<file path="src/design/gym_command_stream_parser_unit_defines.svh">
// Assertion macros for the command stream parser.
// The enclosing module must provide clock and reset signals of those names.
`ifndef GYM_COMMAND_STREAM_PARSER_UNIT_DEFINES_SVH
`define GYM_COMMAND_STREAM_PARSER_UNIT_DEFINES_SVH

`ifndef SYNTHESIS
`define GCSP_ASSERT_SAME(label, ante, cons) \
   label: assert property (@(posedge clock) disable iff (reset) (ante) |-> (cons)) \
      else $error("gcsp assertion failed");
`define GCSP_ASSERT_NEXT(label, ante, cons) \
   label: assert property (@(posedge clock) disable iff (reset) (ante) |=> (cons)) \
      else $error("gcsp assertion failed");
`else
`define GCSP_ASSERT_SAME(label, ante, cons)
`define GCSP_ASSERT_NEXT(label, ante, cons)
`endif

`endif

</file>
<file path="src/design/gcsp_pkg.sv">
package gcsp_pkg;

   localparam int P_W           = 11;
   localparam int DAC_DEPTH_DEF = 63;
   localparam int CSR_ADDR_W    = 3;
   localparam int CSR_DATA_W    = 32;

   localparam logic [15:0] SAMPLE_RATE_RESET = 16'd44100;
   localparam logic        REG_SAMPLE_RATE   = 1'b0;

   // sample_rate / 30 as a reciprocal multiply, exact for all 16-bit rates
   localparam logic [16:0]  RECIP_30    = 17'd34953;
   localparam int           RECIP_SHIFT = 20;
   localparam logic [P_W-1:0] P_MAX     = 11'd2047;

   localparam logic [7:0] OPC_WAIT = 8'h00;
   localparam logic [7:0] OPC_FM0  = 8'h01;
   localparam logic [7:0] OPC_FM1  = 8'h02;
   localparam logic [7:0] OPC_PSG  = 8'h03;
   localparam logic [7:0] DAC_ADDR = 8'h2a;

   localparam logic [2:0] PH_OPCODE   = 3'd0;
   localparam logic [2:0] PH_B0_ADDR  = 3'd1;
   localparam logic [2:0] PH_B0_DATA  = 3'd2;
   localparam logic [2:0] PH_B1_ADDR  = 3'd3;
   localparam logic [2:0] PH_B1_DATA  = 3'd4;
   localparam logic [2:0] PH_PSG_DATA = 3'd5;

   localparam logic [2:0] KIND_FM0   = 3'd0;
   localparam logic [2:0] KIND_FM1   = 3'd1;
   localparam logic [2:0] KIND_PSG   = 3'd2;
   localparam logic [2:0] KIND_DAC   = 3'd3;
   localparam logic [2:0] KIND_FRAME = 3'd4;

   localparam logic [31:0] MS_SHORT = 32'd33;
   localparam logic [31:0] MS_LONG  = 32'd34;
   localparam logic [1:0]  MS_LONG_PHASE = 2'd2;

   typedef struct packed {
      logic accept;
      logic div_start;
      logic emit_dac;
      logic emit_frame;
   } gcsp_cmd_type;

   typedef struct packed {
      logic req_valid;
      logic out_free;
      logic closes_frame;
      logic dac_empty;
      logic div_done;
      logic span_last;
   } gcsp_stat_type;

endpackage

</file>
<file path="src/design/gcsp_chan_if.sv">
interface gcsp_req_if;
   logic       valid;
   logic       ready;
   logic [7:0] stream_byte;

   modport source (output valid, output stream_byte, input ready);
   modport sink   (input valid, input stream_byte, output ready);
endinterface

interface gcsp_rsp_if;
   logic        valid;
   logic        ready;
   logic [2:0]  kind;
   logic [7:0]  reg_addr;
   logic [7:0]  reg_data;
   logic [10:0] sample_offset;
   logic [10:0] sample_count;
   logic [31:0] time_ms;
   logic        last;

   modport source (output valid, output kind, output reg_addr, output reg_data,
                   output sample_offset, output sample_count, output time_ms,
                   output last, input ready);
   modport sink   (input valid, input kind, input reg_addr, input reg_data,
                   input sample_offset, input sample_count, input time_ms,
                   input last, output ready);
endinterface

</file>
<file path="src/design/gcsp_div.sv">
module gcsp_div
   import gcsp_pkg::*;
#(
   parameter int DIV_W = 6
) (
   input  logic             clock,
   input  logic             reset,
   input  logic             start,
   input  logic [P_W-1:0]   dividend,
   input  logic [DIV_W-1:0] divisor,
   output logic [P_W-1:0]   quot,
   output logic [DIV_W-1:0] rem,
   output logic             done
);

   localparam int CNT_W = $clog2(P_W + 1);

   logic             busy_ff, busy_in;
   logic             done_ff, done_in;
   logic [CNT_W-1:0] cnt_ff, cnt_in;
   logic [P_W-1:0]   dvd_ff, dvd_in;
   logic [DIV_W-1:0] rem_ff, rem_in;
   logic [DIV_W-1:0] dsr_ff, dsr_in;
   logic [DIV_W:0]   trial;
   logic             fits;

   assign trial = {rem_ff, dvd_ff[P_W-1]};
   assign fits  = trial >= {1'b0, dsr_ff};

   always_comb begin
      busy_in = busy_ff;
      done_in = 1'b0;
      cnt_in  = cnt_ff;
      dvd_in  = dvd_ff;
      rem_in  = rem_ff;
      dsr_in  = dsr_ff;
      if (start) begin
         busy_in = 1'b1;
         cnt_in  = '0;
         dvd_in  = dividend;
         rem_in  = '0;
         dsr_in  = divisor;
      end else if (busy_ff) begin
         // one restoring step per cycle, quotient bits shift in from the right
         dvd_in = {dvd_ff[P_W-2:0], fits};
         rem_in = fits ? DIV_W'(trial - {1'b0, dsr_ff}) : trial[DIV_W-1:0];
         cnt_in = CNT_W'(cnt_ff + 1'b1);
         if (cnt_ff == CNT_W'(P_W - 1)) begin
            busy_in = 1'b0;
            done_in = 1'b1;
         end
      end
   end

   always_ff @(posedge clock) begin
      if (reset) begin
         busy_ff <= 1'b0;
         done_ff <= 1'b0;
         cnt_ff  <= '0;
      end else begin
         busy_ff <= busy_in;
         done_ff <= done_in;
         cnt_ff  <= cnt_in;
      end
      dvd_ff <= dvd_in;
      rem_ff <= rem_in;
      dsr_ff <= dsr_in;
   end

   assign quot = dvd_ff;
   assign rem  = rem_ff;
   assign done = done_ff;

endmodule

</file>
<file path="src/design/gcsp_ctrl.sv">
module gcsp_ctrl
   import gcsp_pkg::*;
(
   input  logic          clock,
   input  logic          reset,
   input  gcsp_stat_type stat,
   output gcsp_cmd_type  cmd,
   output logic          req_ready
);

   typedef enum logic [3:0] {
      ST_IDLE  = 4'b0001,
      ST_DIV   = 4'b0010,
      ST_DAC   = 4'b0100,
      ST_FRAME = 4'b1000
   } state_type;

   state_type state_ff, state_in;

   assign req_ready = (state_ff == ST_IDLE) && stat.out_free;

   always_comb begin
      state_in = state_ff;
      cmd      = '0;
      unique case (state_ff)
         ST_IDLE: begin
            cmd.accept = req_ready && stat.req_valid;
            if (cmd.accept && stat.closes_frame) begin
               if (stat.dac_empty) begin
                  state_in = ST_FRAME;
               end else begin
                  cmd.div_start = 1'b1;
                  state_in      = ST_DIV;
               end
            end
         end
         ST_DIV: begin
            if (stat.div_done) state_in = ST_DAC;
         end
         ST_DAC: begin
            if (stat.out_free) begin
               cmd.emit_dac = 1'b1;
               if (stat.span_last) state_in = ST_FRAME;
            end
         end
         ST_FRAME: begin
            if (stat.out_free) begin
               cmd.emit_frame = 1'b1;
               state_in       = ST_IDLE;
            end
         end
         default: state_in = ST_IDLE;
      endcase
   end

   always_ff @(posedge clock) begin
      if (reset) begin
         state_ff <= ST_IDLE;
      end else begin
         state_ff <= state_in;
      end
   end

endmodule

</file>
<file path="src/design/gcsp_dpath.sv">
module gcsp_dpath
   import gcsp_pkg::*;
#(
   parameter int DAC_DEPTH = DAC_DEPTH_DEF
) (
   input  logic                  clock,
   input  logic                  reset,
   input  gcsp_cmd_type          cmd,
   output gcsp_stat_type         stat,
   input  logic                  req_valid,
   input  logic [7:0]            req_byte,
   input  logic                  rsp_ready,
   output logic                  rsp_valid,
   output logic [2:0]            rsp_kind,
   output logic [7:0]            rsp_addr,
   output logic [7:0]            rsp_data,
   output logic [P_W-1:0]        rsp_offset,
   output logic [P_W-1:0]        rsp_count,
   output logic [31:0]           rsp_time,
   output logic                  rsp_last,
   input  logic                  csr_we,
   input  logic [15:0]           csr_wdata,
   output logic [15:0]           sample_rate
);

   localparam int CNT_W = $clog2(DAC_DEPTH + 1);
   localparam int IDX_W = (DAC_DEPTH > 1) ? $clog2(DAC_DEPTH) : 1;

   logic [15:0]    rate_ff, rate_in;
   logic [32:0]    rate_prod;
   logic [12:0]    rate_quot;
   logic [P_W-1:0] period;

   logic [2:0]       phase_ff, phase_in;
   logic [7:0]       held_ff, held_in;
   logic             half_ff, half_in;
   logic [CNT_W-1:0] count_ff, count_in;
   logic [31:0]      clk_ms_ff, clk_ms_in;
   logic [1:0]       ms_ph_ff, ms_ph_in;

   logic [7:0]       dac_mem [DAC_DEPTH];
   logic             mem_we;
   logic [7:0]       rd_data_ff;
   logic [CNT_W-1:0] rd_idx_ff, rd_idx_in;

   logic [P_W-1:0]   q_acc_ff, q_acc_in;
   logic [CNT_W-1:0] r_acc_ff, r_acc_in;
   logic [P_W-1:0]   q_step;
   logic [CNT_W-1:0] r_step;
   logic [CNT_W:0]   r_sum;
   logic             r_wrap;
   logic [P_W-1:0]   q_next;
   logic [CNT_W-1:0] r_next;
   logic             div_done;

   logic             out_v_ff, out_v_in;
   logic [2:0]       kind_ff, kind_in;
   logic [7:0]       addr_ff, addr_in;
   logic [7:0]       data_ff, data_in;
   logic [P_W-1:0]   off_ff, off_in;
   logic [P_W-1:0]   cnt_ff, cnt_in;
   logic [31:0]      time_ff, time_in;
   logic             last_ff, last_in;
   logic             out_free;
   logic             opc_phase;

   assign rate_in   = csr_we ? csr_wdata : rate_ff;
   assign rate_prod = rate_ff * RECIP_30;
   assign rate_quot = rate_prod[32:RECIP_SHIFT];
   assign period    = (rate_quot > {2'b00, P_MAX}) ? P_MAX : rate_quot[P_W-1:0];

   assign out_free = !out_v_ff || rsp_ready;

   always_comb begin
      unique case (phase_ff) inside
         PH_B0_ADDR, PH_B0_DATA, PH_B1_ADDR, PH_B1_DATA, PH_PSG_DATA: opc_phase = 1'b0;
         default: opc_phase = 1'b1;
      endcase
   end

   gcsp_div #(
      .DIV_W (CNT_W)
   ) u_div (
      .clock    (clock),
      .reset    (reset),
      .start    (cmd.div_start),
      .dividend (period),
      .divisor  (count_ff),
      .quot     (q_step),
      .rem      (r_step),
      .done     (div_done)
   );

   // next span boundary: floor((k+1)*P/n) from floor(k*P/n) and its remainder
   assign r_sum  = {1'b0, r_acc_ff} + {1'b0, r_step};
   assign r_wrap = r_sum >= {1'b0, count_ff};
   assign r_next = r_wrap ? CNT_W'(r_sum - {1'b0, count_ff}) : r_sum[CNT_W-1:0];
   assign q_next = P_W'(q_acc_ff + q_step + {{(P_W-1){1'b0}}, r_wrap});

   always_comb begin
      phase_in  = phase_ff;
      held_in   = held_ff;
      half_in   = half_ff;
      count_in  = count_ff;
      clk_ms_in = clk_ms_ff;
      ms_ph_in  = ms_ph_ff;
      mem_we    = 1'b0;
      rd_idx_in = rd_idx_ff;
      q_acc_in  = q_acc_ff;
      r_acc_in  = r_acc_ff;

      out_v_in = out_v_ff && !rsp_ready;
      kind_in  = kind_ff;
      addr_in  = addr_ff;
      data_in  = data_ff;
      off_in   = off_ff;
      cnt_in   = cnt_ff;
      time_in  = time_ff;
      last_in  = last_ff;

      if (cmd.accept) begin
         rd_idx_in = '0;
         q_acc_in  = '0;
         r_acc_in  = '0;
         // writes share one output shape, only kind and address change below
         addr_in   = held_ff;
         data_in   = req_byte;
         off_in    = '0;
         cnt_in    = '0;
         time_in   = '0;
         last_in   = 1'b1;
         phase_in  = PH_OPCODE;
         case (phase_ff)
            PH_B0_ADDR: begin
               held_in  = req_byte;
               phase_in = PH_B0_DATA;
            end
            PH_B0_DATA: begin
               if (held_ff == DAC_ADDR) begin
                  // drop the sample once the buffer or the period is full
                  if (count_ff < CNT_W'(DAC_DEPTH) &&
                      {{(P_W-CNT_W){1'b0}}, count_ff} < period) begin
                     mem_we   = 1'b1;
                     count_in = CNT_W'(count_ff + 1'b1);
                  end
               end else begin
                  out_v_in = 1'b1;
                  kind_in  = KIND_FM0;
               end
            end
            PH_B1_ADDR: begin
               held_in  = req_byte;
               phase_in = PH_B1_DATA;
            end
            PH_B1_DATA: begin
               out_v_in = 1'b1;
               kind_in  = KIND_FM1;
            end
            PH_PSG_DATA: begin
               out_v_in = 1'b1;
               kind_in  = KIND_PSG;
               addr_in  = '0;
            end
            default: begin
               case (req_byte)
                  OPC_FM0:  phase_in = PH_B0_ADDR;
                  OPC_FM1:  phase_in = PH_B1_ADDR;
                  OPC_PSG:  phase_in = PH_PSG_DATA;
                  OPC_WAIT: half_in  = !half_ff;
                  default:  ;
               endcase
            end
         endcase
      end

      if (cmd.emit_dac) begin
         out_v_in  = 1'b1;
         kind_in   = KIND_DAC;
         addr_in   = '0;
         data_in   = rd_data_ff;
         off_in    = q_acc_ff;
         cnt_in    = P_W'(q_next - q_acc_ff);
         time_in   = '0;
         last_in   = 1'b0;
         q_acc_in  = q_next;
         r_acc_in  = r_next;
         rd_idx_in = CNT_W'(rd_idx_ff + 1'b1);
      end

      if (cmd.emit_frame) begin
         if (ms_ph_ff >= MS_LONG_PHASE) begin
            clk_ms_in = clk_ms_ff + MS_LONG;
            ms_ph_in  = '0;
         end else begin
            clk_ms_in = clk_ms_ff + MS_SHORT;
            ms_ph_in  = 2'(ms_ph_ff + 1'b1);
         end
         count_in = '0;
         out_v_in = 1'b1;
         kind_in  = KIND_FRAME;
         addr_in  = '0;
         data_in  = '0;
         off_in   = '0;
         cnt_in   = period;
         time_in  = clk_ms_in;
         last_in  = 1'b1;
      end
   end

   always_ff @(posedge clock) begin
      if (mem_we) dac_mem[count_ff[IDX_W-1:0]] <= req_byte;
   end

   // read port follows the next index so data is ready when the span goes out
   always_ff @(posedge clock) begin
      if (rd_idx_in < CNT_W'(DAC_DEPTH)) rd_data_ff <= dac_mem[rd_idx_in[IDX_W-1:0]];
   end

   always_ff @(posedge clock) begin
      if (reset) begin
         rate_ff   <= SAMPLE_RATE_RESET;
         phase_ff  <= PH_OPCODE;
         held_ff   <= '0;
         half_ff   <= 1'b0;
         count_ff  <= '0;
         clk_ms_ff <= '0;
         ms_ph_ff  <= '0;
         rd_idx_ff <= '0;
         out_v_ff  <= 1'b0;
      end else begin
         rate_ff   <= rate_in;
         phase_ff  <= phase_in;
         held_ff   <= held_in;
         half_ff   <= half_in;
         count_ff  <= count_in;
         clk_ms_ff <= clk_ms_in;
         ms_ph_ff  <= ms_ph_in;
         rd_idx_ff <= rd_idx_in;
         out_v_ff  <= out_v_in;
      end
      q_acc_ff <= q_acc_in;
      r_acc_ff <= r_acc_in;
      kind_ff  <= kind_in;
      addr_ff  <= addr_in;
      data_ff  <= data_in;
      off_ff   <= off_in;
      cnt_ff   <= cnt_in;
      time_ff  <= time_in;
      last_ff  <= last_in;
   end

   assign stat.req_valid    = req_valid;
   assign stat.out_free     = out_free;
   assign stat.closes_frame = opc_phase && (req_byte == OPC_WAIT) && half_ff;
   assign stat.dac_empty    = (count_ff == '0);
   assign stat.div_done     = div_done;
   assign stat.span_last    = ({1'b0, rd_idx_ff} + 1'b1) == {1'b0, count_ff};

   assign rsp_valid   = out_v_ff;
   assign rsp_kind    = kind_ff;
   assign rsp_addr    = addr_ff;
   assign rsp_data    = data_ff;
   assign rsp_offset  = off_ff;
   assign rsp_count   = cnt_ff;
   assign rsp_time    = time_ff;
   assign rsp_last    = last_ff;
   assign sample_rate = rate_ff;

endmodule

</file>
<file path="src/design/gym_command_stream_parser_unit.sv">
// Channel    Dir   Handshake          Payload
// req_chan   in    valid/ready        stream_byte
// rsp_chan   out   valid/ready        kind, reg_addr, reg_data, sample_offset,
//                                     sample_count, time_ms, last
// csr_*      in    APB, pready = 1    sample_rate at byte address 0
//
// Command and operand bytes are taken while the parser is idle and the output is
// free; a write result is registered at the edge that takes its byte. A closing wait
// byte with n buffered DAC samples passes acceptance, the restoring divider on P / n,
// one result per DAC span, then the frame result; with none buffered, the frame result.
// Reset is synchronous and active high; it needs no clearing pass. A stalled
// result holds the output register; input is taken only while it is empty or emptying.
`include "gym_command_stream_parser_unit_defines.svh"

module gym_command_stream_parser_unit
   import gcsp_pkg::*;
#(
   parameter int DAC_DEPTH = DAC_DEPTH_DEF
) (
   input  logic                  clock,
   input  logic                  reset,
   gcsp_req_if.sink              req_chan,
   gcsp_rsp_if.source            rsp_chan,
   input  logic                  csr_psel,
   input  logic                  csr_penable,
   input  logic                  csr_pwrite,
   input  logic [CSR_ADDR_W-1:0] csr_paddr,
   input  logic [CSR_DATA_W-1:0] csr_pwdata,
   output logic [CSR_DATA_W-1:0] csr_prdata,
   output logic                  csr_pready
);

   gcsp_cmd_type  cmd;
   gcsp_stat_type stat;
   logic          csr_sel;
   logic          csr_we;
   logic [15:0]   sample_rate;

   assign csr_pready = 1'b1;
   assign csr_sel    = (csr_paddr[2] == REG_SAMPLE_RATE);
   assign csr_we     = csr_psel && csr_penable && csr_pwrite && csr_pready && csr_sel;
   assign csr_prdata = csr_sel ? {{(CSR_DATA_W-16){1'b0}}, sample_rate} : '0;

   gcsp_ctrl u_ctrl (
      .clock     (clock),
      .reset     (reset),
      .stat      (stat),
      .cmd       (cmd),
      .req_ready (req_chan.ready)
   );

   gcsp_dpath #(
      .DAC_DEPTH (DAC_DEPTH)
   ) u_dpath (
      .clock       (clock),
      .reset       (reset),
      .cmd         (cmd),
      .stat        (stat),
      .req_valid   (req_chan.valid),
      .req_byte    (req_chan.stream_byte),
      .rsp_ready   (rsp_chan.ready),
      .rsp_valid   (rsp_chan.valid),
      .rsp_kind    (rsp_chan.kind),
      .rsp_addr    (rsp_chan.reg_addr),
      .rsp_data    (rsp_chan.reg_data),
      .rsp_offset  (rsp_chan.sample_offset),
      .rsp_count   (rsp_chan.sample_count),
      .rsp_time    (rsp_chan.time_ms),
      .rsp_last    (rsp_chan.last),
      .csr_we      (csr_we),
      .csr_wdata   (csr_pwdata[15:0]),
      .sample_rate (sample_rate)
   );

   `GCSP_ASSERT_NEXT(a_busy_blocks_input, cmd.div_start, !req_chan.ready)
   `GCSP_ASSERT_SAME(a_div_done_while_busy, stat.div_done, !req_chan.ready)
   `GCSP_ASSERT_SAME(a_emit_needs_room, cmd.emit_dac || cmd.emit_frame, stat.out_free)
   `GCSP_ASSERT_SAME(a_dac_not_last, rsp_chan.valid && rsp_chan.kind == KIND_DAC, !rsp_chan.last)

endmodule
</file>
<file path="src/flat_wrapper.sv">
// flat-port wrapper written by rule: the top's interface ports become plain ports
module gym_command_stream_parser_unit_flat import gcsp_pkg::*;
#(
   parameter int DAC_DEPTH = DAC_DEPTH_DEF
)
  (clock, reset, csr_psel, csr_penable, csr_pwrite, csr_paddr, csr_pwdata, csr_prdata, csr_pready, req_chan_valid, req_chan_stream_byte, req_chan_ready, rsp_chan_valid, rsp_chan_kind, rsp_chan_reg_addr, rsp_chan_reg_data, rsp_chan_sample_offset, rsp_chan_sample_count, rsp_chan_time_ms, rsp_chan_last, rsp_chan_ready);
  gcsp_req_if req_chan_i ();
  gcsp_rsp_if rsp_chan_i ();
  input  logic clock;
  input  logic reset;
  input  logic csr_psel;
  input  logic csr_penable;
  input  logic csr_pwrite;
  input  logic [CSR_ADDR_W-1:0] csr_paddr;
  input  logic [CSR_DATA_W-1:0] csr_pwdata;
  output logic [CSR_DATA_W-1:0] csr_prdata;
  output logic csr_pready;
  input wire logic [$bits(req_chan_i.valid)-1:0] req_chan_valid;
  input wire logic [$bits(req_chan_i.stream_byte)-1:0] req_chan_stream_byte;
  output wire logic [$bits(req_chan_i.ready)-1:0] req_chan_ready;
  output wire logic [$bits(rsp_chan_i.valid)-1:0] rsp_chan_valid;
  output wire logic [$bits(rsp_chan_i.kind)-1:0] rsp_chan_kind;
  output wire logic [$bits(rsp_chan_i.reg_addr)-1:0] rsp_chan_reg_addr;
  output wire logic [$bits(rsp_chan_i.reg_data)-1:0] rsp_chan_reg_data;
  output wire logic [$bits(rsp_chan_i.sample_offset)-1:0] rsp_chan_sample_offset;
  output wire logic [$bits(rsp_chan_i.sample_count)-1:0] rsp_chan_sample_count;
  output wire logic [$bits(rsp_chan_i.time_ms)-1:0] rsp_chan_time_ms;
  output wire logic [$bits(rsp_chan_i.last)-1:0] rsp_chan_last;
  input wire logic [$bits(rsp_chan_i.ready)-1:0] rsp_chan_ready;
  assign req_chan_i.valid = req_chan_valid;
  assign req_chan_i.stream_byte = req_chan_stream_byte;
  assign req_chan_ready = req_chan_i.ready;
  assign rsp_chan_valid = rsp_chan_i.valid;
  assign rsp_chan_kind = rsp_chan_i.kind;
  assign rsp_chan_reg_addr = rsp_chan_i.reg_addr;
  assign rsp_chan_reg_data = rsp_chan_i.reg_data;
  assign rsp_chan_sample_offset = rsp_chan_i.sample_offset;
  assign rsp_chan_sample_count = rsp_chan_i.sample_count;
  assign rsp_chan_time_ms = rsp_chan_i.time_ms;
  assign rsp_chan_last = rsp_chan_i.last;
  assign rsp_chan_i.ready = rsp_chan_ready;
  gym_command_stream_parser_unit #(.DAC_DEPTH(DAC_DEPTH)) u_core (.clock(clock), .reset(reset), .req_chan(req_chan_i), .rsp_chan(rsp_chan_i), .csr_psel(csr_psel), .csr_penable(csr_penable), .csr_pwrite(csr_pwrite), .csr_paddr(csr_paddr), .csr_pwdata(csr_pwdata), .csr_prdata(csr_prdata), .csr_pready(csr_pready));
endmodule
</file>
<file path="config.mk">
export PLATFORM = sky130hd
export DESIGN_NAME = gym_command_stream_parser_unit_flat
export DESIGN_NICKNAME = d
export VERILOG_FILES = /design/src/design/gcsp_pkg.sv /design/src/design/gcsp_chan_if.sv /design/src/design/gcsp_div.sv /design/src/design/gcsp_ctrl.sv /design/src/design/gcsp_dpath.sv /design/src/design/gym_command_stream_parser_unit.sv /design/src/flat_wrapper.sv
export VERILOG_INCLUDE_DIRS = /design/src /design/src/design
export SDC_FILE = /design/constraint.sdc
export NUM_CORES = 1
export LEC_CHECK = 0
export BUFFER_PORTS_ARGS = -buffer_cell sky130_fd_sc_hd__buf_2
export CAP_MARGIN = 20
export CORE_MARGIN = 10
export CORE_UTILIZATION = 67
export CTS_BUF_LIST = sky130_fd_sc_hd__clkbuf_2 sky130_fd_sc_hd__clkbuf_4 sky130_fd_sc_hd__clkbuf_8
export CTS_CLUSTER_SIZE = 8
export DETAILED_ROUTE_END_ITERATION = 7
export GPL_TIMING_DRIVEN = 0
export PLACE_DENSITY = 0.95
export REMOVE_ABC_BUFFERS = 1
export SLEW_MARGIN = 20
export SYNTH_ARGS = -nofsm -noshare
export SYNTH_HDL_FRONTEND = slang
export SYNTH_SLANG_ARGS = --single-unit
</file>
<file path="constraint.sdc">
create_clock -name clock -period 12.6 [get_ports clock]
set_clock_uncertainty 0.2 [all_clocks]
set_input_delay 1.26 -clock clock [delete_from_list [all_inputs] [get_ports clock]]
set_output_delay 1.26 -clock clock [all_outputs]
set_load 0.005 [all_outputs]
</file>
==> Flow_metrics.wiki <==
{| class="wikitable"
! Metric !! Value
|-
| Number of flops mapped to enable cells by yosys || 589
|-
| Post-layout power || 5260 uW
|-
| Remaining design rule violation count || 2
|-
| Peak supply drop || 0.133 mV
|-
| Sequential share of power || 51.3%
|-
| Total of endpoints with negative setup slack in the final report || 0
|-
| Class of the tightest hold or removal check || reg -> reg
|-
| Ys Warns || 0
|-
| Proportion of register bits with asynchronous set or reset after synthesis || 0%
|-
| Post-Syn Instances || 2590
|-
| Fraction of post-synthesis cell area in the top cell type by area || 52.9%
|-
| Flop2flop setup slack || 4.34 ns
|-
| Type of the worst setup path || reg -> reg
|-
| Std-Cell Rows || 81
|-
| Category of the worst setup path launch point || flop
|-
| TritonCTS clock tree || yes
|-
| Design internal power || 3860 uW
|-
| Tot GR Track Use || 28.5%
|-
| Pre-antenna DRT Iters || 8
|-
| Sum of net half-perimeters after detailed placement || 56100 um
|-
| Via count || 23400
|-
| Setup repair after global routing missed its margin || false
|-
| Max-slew headroom || 27.9%
|-
| Number of buffers inserted during clock tree synthesis || 109
|-
| Net Sw Power || 1400 uW
|-
| Violations in the final reports || design-rule violations
|-
| Final cell count without fillers || 3460
|-
| Post-route standard cell area excluding fillers || 36900 um2
|-
| Required time of the critical path || 12.83 ns
|-
| Slew Limit Fails || 0
|-
| Setup WS pre-CTS || 4.11 ns
|-
| Total congestion overflow || 0
|-
| Sw Share || 26.6%
|-
| Total routed wirelength || 86400 um
|-
| FF+latch count, synth || 711
|-
| Post-route minimum period || 8.26 ns
|-
| Peak Freq || 121 MHz
|-
| Syn_area_per_cell || 12.9 um2
|-
| Biggest area contributors in the synthesized netlist || edfxtp_1 53%, dfxtp_1 7.3%, mux4_2 5.7%
|-
| Via-to-Cell Ratio || 6.78
|-
| WL per Instance || 25.0 um
|-
| Setup WS post-layout || 4.34 ns
|-
| Static Leakage || 0.0133 uW
|-
| Horizontal extent of the die || 243 um
|-
| Crit path DAT || 8.48 ns
|-
| Antenna violation net count after detailed routing || 0
|-
| Maximum number of pins on one net before global-route repair || 81
|-
| Outcome || finished, violations left
|-
| Crit. End Element || flop
|-
| Fillers || 2678
|-
| Number of antenna violations at the first check in global routing || 2
|-
| Number of DRC violations after detailed-routing iteration 0 || 3357
|-
| Placed cell areas || 34800 um2
|-
| Layout cells sized above 1 || 17.5%
|-
| Final design utilization || 75.0%
|-
| Portion of total power attributed to combinational logic || 14.0%
|-
| Share of power burned in the clock network || 34.8%
|-
| Ratio of total power to cell area || 143 nW/um2
|-
| # H-tree levels || 3
|-
| Die span in y || 243 um
|-
| Vias in the first global route || 23400
|-
| Post-placement cell count || 3279
|-
| Clock-pin slew on the worst setup and hold paths || 0.06 ns
|-
| Transition time at the pin with the least slew margin || 1.08 ns
|-
| Count of buffers inserted at the top-level ports || 123
|-
| Post-synth cell types || 85
|-
| Layout-stage area growth over the synthesis result || 10.2%
|-
| Cell type with the largest total area after synthesis || edfxtp_1
|-
| Count of final hold-check violations || 0
|-
| Sinks on the clock net || 711
|-
| Ys flop type || edfxtp_1
|-
| Io pins || 159
|-
| Fraction of the cycle the final worst path needs || 65.5%
|-
| Clock network latency to the later pin of the worst-skew pair || 0.76 ns
|-
| Total of hold buffers inserted after clock tree synthesis || 0
|-
| First-pass GRT wire length || 133000 um
|-
| Max-Cap Viols || 0
|-
| CTS root buf || clkbuf_8
|-
| Initial standard-cell utilization of the core || 68.1%
|-
| Final weighted congestion in routability-driven placement || 0.919
|-
| Most used standard cell by instance count after synthesis || edfxtp_1
|-
| Post-synthesis cell area || 33500 um2
|-
| Fraction of the yosys area taken by sequential cells || 60.2%
|-
| Area of the core region || 49200 um2
|-
| Net count, final || 2949
|-
| Cts repair resizes || 0
|-
| Worst-path maximum fanout || 12
|-
| Maximum root-to-sink buffer count || 3
|-
| Leading cell types by count after synthesis || 589 x edfxtp_1, 239 x nand2_1, 212 x nor2_1, 147 x ha_1, 138 x a21oi_1
|-
| Post-CTS setup buffers || 0
|-
| Die Footprint || 59300 um2
|}
==> registers in the layout (all words and copies together) (netlist names), 2 cells and up <==
signal                       count
u_core.u_dpath.dac_mem         504
u_core.u_dpath.clk_ms_ff        32
u_core.u_dpath.rsp_time         32
u_core.u_dpath.sample_rate      16
u_core.u_dpath.q_acc_ff         11
u_core.u_dpath.rsp_count        11
u_core.u_dpath.rsp_offset       11
u_core.u_dpath.u_div.quot       11
u_core.u_dpath.held_ff           8
u_core.u_dpath.rd_data_ff        8
u_core.u_dpath.rsp_addr          8
u_core.u_dpath.rsp_data          8
u_core.u_dpath.count_ff          6
u_core.u_dpath.r_acc_ff          6
u_core.u_dpath.rd_idx_ff         6
u_core.u_dpath.u_div.dsr_ff      6
u_core.u_dpath.u_div.rem         6
u_core.u_ctrl.state_ff           4
u_core.u_dpath.u_div.cnt_ff      4
u_core.u_dpath.phase_ff          3
u_core.u_dpath.rsp_kind          3
u_core.u_dpath.ms_ph_ff          2
==> path summary, 6_finish.rpt <==
| check | start | end | cells after the start |
|---|---|---|---|
| min reg2reg | u_core.u_dpath.rsp_offset[7] | u_core.u_dpath.rsp_offset[7] | 2 |
| max | u_core.u_dpath.sample_rate[5] | u_core.u_dpath.dac_mem[56][6] | 26 |
| max reg2reg | u_core.u_dpath.sample_rate[5] | u_core.u_dpath.dac_mem[56][6] | 26 |
| min | u_core.u_dpath.rsp_offset[7] | u_core.u_dpath.rsp_offset[7] | 2 |
==> area by class of cell <==
type	count	area (um2)	share of cell area, %
Sequential cell	711	20100	54.6
Multi-Input combinational cell	1640	12400	33.6
Clock buffer	155	1880	5.09
Timing Repair Buffer	154	1060	2.89
Tap cell	664	831	2.25
Inverter	111	417	1.13
Clock inverter	23	151	0.410
Antenna cell	2	5.00	0.0136
==> power groups by stage <==
stage | Sequential [uW] | Combinational (uW) | Clock (uW)
2_1_floorplan | 2730 | 447 | 0
3_3_place_gp | 2740 | 656 | 0
3_5_place_dp | 2740 | 712 | 0
4_1_cts | 2690 | 721 | 1830
5_1_grt | 2700 | 809 | 1930
6_report | 2700 | 734 | 1830
==> logic make-up (layout without fill, tap and decap cells) <==
kind of cell | count (synthesis) | after routing | synth area share [%]
AOI/OAI and AO/OA | 476 | 476 | 9.20
xor gates and xnor gates | 83 | 83 | 2.17
adders and majority gates | 172 | 172 | 6.99
buffers and inverters | 254 | 443 | 3.66
DFF | 711 | 711 | 60.2
muxes | 127 | 127 | 6.99
other | 2 | 19 | 0.0224
and+or+nand+nor | 765 | 765 | 10.8
==> worst max-delay path, cell delays in order (launching register included) <==
cell and delay [ns]:
dfxtp_1 0.48, ha_1 0.32, inv_1 0.09, fa_1 0.46, fa_1 0.53, inv_1 0.06, ha_1 0.28, ha_1 0.30
ha_1 0.37, a21oi_1 0.30, o21ai_0 0.12, a21oi_1 0.23, o211ai_1 0.23, a211o_1 0.27, and3_1 0.31, a21oi_1 0.51
ha_1 0.33, o21ai_0 0.18, nand2b_1 0.08, a21oi_1 0.23, a21oi_1 0.08, nand4_1 0.35, o211ai_1 0.32, buf_4 0.34
buf_6 0.17, nor4_2 0.50, buf_2 0.31
==> per-layer routing <==
metal / vias up / part of all wire [%] / GRT usage (%)
li1: 9989 / - / -
met1: 11200 / 35 / 35.0
met2: 1792 / 48 / 46.4
met3: 432 / 12 / 7.76
met4: 2 / 5.4 / 13.2
met5: - / 0.061 / 0.671
==> through the flow <==
step	setup TNS (ns)	hold WS, ns
after floorplan	0	0.248
after global placement	-87.10	0.232
after detailed placement	0	0.242
after CTS	0	0.255
after global routing	0	0.265
final	0	0.254
==> placed cells by master (no fill, tap or decap), types with 28 or more instances in the layout <==
master / Yosys / layout
xor2_1: 43 / 43
buf_2: 31 / 120
xnor2_1: 40 / 40
mux2i_1: 29 / 29
a21oi_1: 138 / 137
and3_1: 39 / 38
nand2_1: 239 / 238
inv_1: 111 / 110
o22ai_1: 34 / 34
edfxtp_1: 589 / 589
nor2b_1: 31 / 31
ha_1: 147 / 147
a31oi_1: 29 / 29
a211oi_1: 34 / 34
nor2_1: 212 / 207
o21ai_0: 88 / 87
clkbuf_8: 0 / 114
mux4_2: 84 / 84
clkbuf_4: 0 / 41
dfxtp_1: 122 / 120
nand3_1: 75 / 74
nor3_1: 53 / 28
(Power assumes the default switching activity.)
